--- src/sv/sllp_pkg.sv ---
// shared types and constants of the serial line and pixel loader
`timescale 1ns / 1ps
package sllp_pkg;

  // input action codes
  localparam logic [2:0] ACT_BYTE  = 3'd0;
  localparam logic [2:0] ACT_TICK  = 3'd1;
  localparam logic [2:0] ACT_BEGIN = 3'd2;
  localparam logic [2:0] ACT_DONE  = 3'd3;
  localparam logic [2:0] ACT_READ  = 3'd4;

  // special bytes
  localparam logic [7:0] BYTE_CR    = 8'h0D;
  localparam logic [7:0] BYTE_SPACE = 8'h20;

  // configuration register map
  localparam int         CFG_AW    = 4;
  localparam logic [1:0] REG_ECHO  = 2'd0;
  localparam logic [1:0] REG_COUNT = 2'd1;
  localparam logic [1:0] REG_TMO   = 2'd2;

  localparam logic        ECHO_RESET  = 1'b0;
  localparam logic [9:0]  COUNT_RESET = 10'd8;
  localparam logic [15:0] TMO_RESET   = 16'd5000;

  localparam logic [15:0] ELAPSED_MAX = 16'hFFFF;

  // command queue between front and back
  localparam int QUEUE_DEPTH = 2;

  typedef enum logic [2:0] {
    OP_BYTE,
    OP_TICK,
    OP_BEGIN,
    OP_DONE,
    OP_READ
  } op_t;

  typedef enum logic [2:0] {
    K_ECHO    = 3'd0,
    K_PROMPT  = 3'd1,
    K_CHAR    = 3'd2,
    K_ACK     = 3'd3,
    K_TIMEOUT = 3'd4,
    K_PIXEL   = 3'd5,
    K_INDEX   = 3'd6
  } kind_t;

  typedef struct packed {
    op_t        op;
    logic [7:0] rx_byte;
    logic       is_cr;
    logic       is_print;
    logic [8:0] pixel_index;
  } cmd_t;

  typedef struct packed {
    logic        echo_enable;
    logic [9:0]  pixel_count;
    logic [15:0] timeout_ms;
  } cfg_t;

endpackage

--- src/sv/sllp_queue.sv ---
// short command queue between the front end and the back end
`timescale 1ns / 1ps
module sllp_queue (
  input  logic           clk,
  input  logic           rst,
  input  logic           push_valid,
  output logic           push_ready,
  input  sllp_pkg::cmd_t push_cmd,
  output logic           pop_valid,
  input  logic           pop_ready,
  output sllp_pkg::cmd_t pop_cmd
);

  localparam int QD  = sllp_pkg::QUEUE_DEPTH;
  localparam int QPW = (QD > 1) ? $clog2(QD) : 1;
  localparam int QCW = $clog2(QD + 1);
  localparam logic [QPW-1:0] PTR_LAST = QPW'(QD - 1);
  localparam logic [QCW-1:0] CNT_FULL = QCW'(QD);

  sllp_pkg::cmd_t entries [QD];
  logic [QPW-1:0] wr_ptr;
  logic [QPW-1:0] rd_ptr;
  logic [QCW-1:0] count;
  logic do_push;
  logic do_pop;

  assign push_ready = (count != CNT_FULL);
  assign pop_valid  = (count != '0);
  assign pop_cmd    = entries[rd_ptr];
  assign do_push    = push_valid && push_ready;
  assign do_pop     = pop_valid && pop_ready;

  // entry storage
  always_ff @(posedge clk) begin
    if (do_push) begin
      entries[wr_ptr] <= push_cmd;
    end
  end

  // pointers and fill count
  always_ff @(posedge clk) begin
    if (rst) begin
      wr_ptr <= '0;
      rd_ptr <= '0;
      count  <= '0;
    end else begin
      if (do_push) begin
        wr_ptr <= (wr_ptr == PTR_LAST) ? '0 : wr_ptr + QPW'(1);
      end
      if (do_pop) begin
        rd_ptr <= (rd_ptr == PTR_LAST) ? '0 : rd_ptr + QPW'(1);
      end
      if (do_push && !do_pop) begin
        count <= count + QCW'(1);
      end else if (do_pop && !do_push) begin
        count <= count - QCW'(1);
      end
    end
  end

endmodule

--- config.mk ---
export PLATFORM = sky130hd
export DESIGN_NAME = sllp_queue
export DESIGN_NICKNAME = d
export VERILOG_FILES = /design/src/sv/sllp_pkg.sv /design/src/sv/sllp_queue.sv
export SDC_FILE = /design/constraint.sdc
export NUM_CORES = 1
export LEC_CHECK = 0
export ABC_AREA = 1
export BUFFER_PORTS_ARGS = -buffer_cell sky130_fd_sc_hd__buf_2
export CORE_MARGIN = 2
export CORE_UTILIZATION = 35
export DETAILED_ROUTE_END_ITERATION = 8
export GPL_TIMING_DRIVEN = 0
export PLACE_DENSITY = 0.65
export SYNTH_ARGS = -nofsm -noshare
export SYNTH_HDL_FRONTEND = slang
export SYNTH_SLANG_ARGS = --single-unit
--- constraint.sdc ---
create_clock -name clk -period 1.79 [get_ports clk]
set_input_delay 0.358 -clock clk [delete_from_list [all_inputs] [get_ports clk]]
set_output_delay 0.358 -clock clk [all_outputs]
set_load 0.1 [all_outputs]
==> reports/results.ini <==
[floorplanning]
die_x_um=76.3
ios=50
rows=26
die_h_um=76.3
die_area_um2=5820
core_um2=5070
start_util=0.361

[logic_synthesis]
yosysWarnings=0
synth-seq-cells=49
synth_commonest_cells=44 x edfxtp_1, 22 x mux2_2, 9 x nand2_1
yosys-top-cells-area=edfxtp_1 72%, mux2_2 14%, dfxtp_1 5.5%, nand2_1 1.8%, inv_1 1.6%
yosysMostFrequentCell=edfxtp_1
async_flop_share=0
synth_cell_types=12
syn-instance-count=105
yosys.area.top_type=edfxtp_1
syn-cell-area_um2=1830
ys.flop_type=edfxtp_1
synth_edf_count=44
seq_area_frac_synth=0.776
yosysTopAreaCellShare=0.722
synth_nets=132
synth.avg_cell_area_um2=17.4

[job]
maxCapViolations=0

[timing]
finalSetupViolCount=0
whs_ns=0.250
drv_slew=0
grt_setup_unrepaired=yes
hold_viol=0
fin_worst_skew_ns=0.00567
period_share=0.966
fmax_ghz=0.578
max_slew_margin=0.552
worst_pin_slew_ns=0.670
final.min_clock_period_ns=1.73

[setup_path]
crit_path_end_kind=output pin
critical_path.startpoint_type=flop
crit_fanout=10
cpMaxStageDelayCell=dfxtp_4
cp.buffers_inverters=2
max_stage_delay_ns=0.39
crit_family=flip-flops
crit_arrival_ns=1.37
crit_chain=buf_8 -> mux2_2 -> buf_12
worstPathRequired_ns=1.43
crit_type=reg2out

[clock_tree]
clock_tree.root_cell=clkbuf_8
clk_latency_ns=0.29
clk_pin_slew_worst_paths_ns=0.09
cts_tree=yes
cts_setup_buffers=0
cts_buffers=5
cts_sinks=49
clk_path_buf_depth=2
htreeDepth=2

[routing]
ant_nets=0
drt_iter0_drc=35
vias=1025
drc=0
post_drt_wl_per_cell_um=13.9
routed_via_density=4.42
routed_wl_um=3220
first_pass_iters=4

[finish]
syn2layout_area_growth_pct=35.0
drive_above_1_share=0.531
nets=188
num_antenna_cells=0
fill_cells=470
ff_latch_area_um2=1430
utilization=0.487
multi_input_area_um2=382

[status]
status=finished clean

[power]
p_leak_nw=0.950
cellPowerDensity_nw_per_um2=1870
combPwrFrac=0.475
power.switching_w=0.00205
power_frac_seq=0.330
sw_frac_of_total=0.444
irDropWorstVdd_mv=1.02
p_int_w=0.00256
clock_power_share=0.195

[place]
dp_hpwl_um=2200
port_buffers=49
place_congestion=0.636

[global_route]
grt_antenna_before_repair=0
grt_max_degree=23
grt-ovfl-total=0
grtUsageTotal=0.115
grt_pass1_vias=1088
grt_pass1_wl_um=5020

[worst_hold_path]
hold_class=in2reg

[cells in the final DEF (no fill, tap or decap)]
cell	synthesis	layout
buf_8	0	3
nand4_1	1	1
nor2_4	0	2
buf_2	0	29
nand3_1	2	2
nand2_2	0	1
ha_1	1	1
dfxtp_4	0	1
dfxtp_1	5	4
bufinv_16	0	2
edfxtp_1	44	44
buf_12	0	1
clkinv_2	0	1
mux2_2	22	22
nand2_4	0	1
a21oi_1	2	2
buf_6	2	18
nor2_1	7	5
inv_1	8	8
clkbuf_8	0	5
nand2_1	9	7
o21ai_0	2	2
[path summary, 6_finish.rpt]
path / start / to / slack, ns / cells after the start
worst min-delay path: push_cmd[1] / entries[0][1]$_DFFE_PP_ / 0.25 / 1
worst min register to register: rd_ptr$_SDFFE_PP0P_ / rd_ptr$_SDFFE_PP0P_ / 0.53 / 2
worst max register to register: count[0]$_SDFFE_PP0P_ / count[1]$_SDFFE_PP0P_ / 0.14 / 10
worst max-delay path: flop / pop_cmd[6] / 0.06 / 3
[power by group through the flow]
stage	clock network (W)	logic [W]	registers [W]
6_report	0.000900	0.00219	0.00152
3_5_place_dp	0	0.00198	0.00154
2_1_floorplan	0	0.00170	0.00152
5_1_grt	0.000967	0.00226	0.00154
3_3_place_gp	0	0.00194	0.00153
4_1_cts	0.000920	0.00217	0.00152
[worst reg2reg max path, delay by kind of cell, from the launching register on]
family,cells,cell delay [ns]
buffers and inverters,4,0.41
adder cells (fa/ha/maj),1,0.34
AND/OR/NAND/NOR,5,0.51
flip-flops,1,0.32
[cells by family (layout without fill, tap and decap cells)]
| kind of cell | Yosys count | count (layout) | synth area share |
|---|---|---|---|
| compound gates | 4 | 4 | 0.0109 |
| mux | 22 | 22 | 0.135 |
| fa+ha+maj | 1 | 1 | 0.00683 |
| flops | 49 | 49 | 0.776 |
| simple gates | 19 | 19 | 0.0417 |
| buf+inv | 10 | 67 | 0.0287 |
[metal layers]
layer	part of all wire	vias to the layer above	global-route usage	wire length [µm]
li1	-	493	-	-
met1	0.38	496	0.127	1220
met2	0.56	34	0.197	1790
met3	0.059	2	0.0450	191
met4	0.0047	0	0.0455	15
met5	0	-	0	0
[sequential cells by signal (all words and copies together) (netlist names), named ones only]
name and count:
count 2, entries 44, rd_ptr 1, wr_ptr 1
[cell type report]
| type | count | share of cell area |
|---|---|---|
| Sequential cell | 49 | 0.577 |
| Timing Repair Buffer | 49 | 0.155 |
| Multi-Input combinational cell | 46 | 0.154 |
| Tap cell | 70 | 0.0354 |
| Clock buffer | 5 | 0.0278 |
| Clock inverter | 3 | 0.0263 |
| Buffer | 2 | 0.0122 |
| Inverter | 8 | 0.0122 |
[what timing repair did]
item / CTS / global route
resized for setup: 41 / 6
endpoints found under the setup margin: 20 / 20
hold buffers: 0 / 0
gates cloned: 0 / 0
[per-stage QoR]
step                instance area (µm²)  setup TNS, ns  setup WS (ns)  cells  total power, W
global route                       2470        -0.0143       -0.00805    232         0.00477
global placement                   2190              0          0.196    224         0.00347
floorplan                          1860              0          0.113    105         0.00323
CTS                                2450              0        0.00928    232         0.00461
finish                             2470              0         0.0613    232         0.00461
detailed placement                 2190              0          0.128    224         0.00352
No activity file was read; power rests on OpenSTA's default activity.
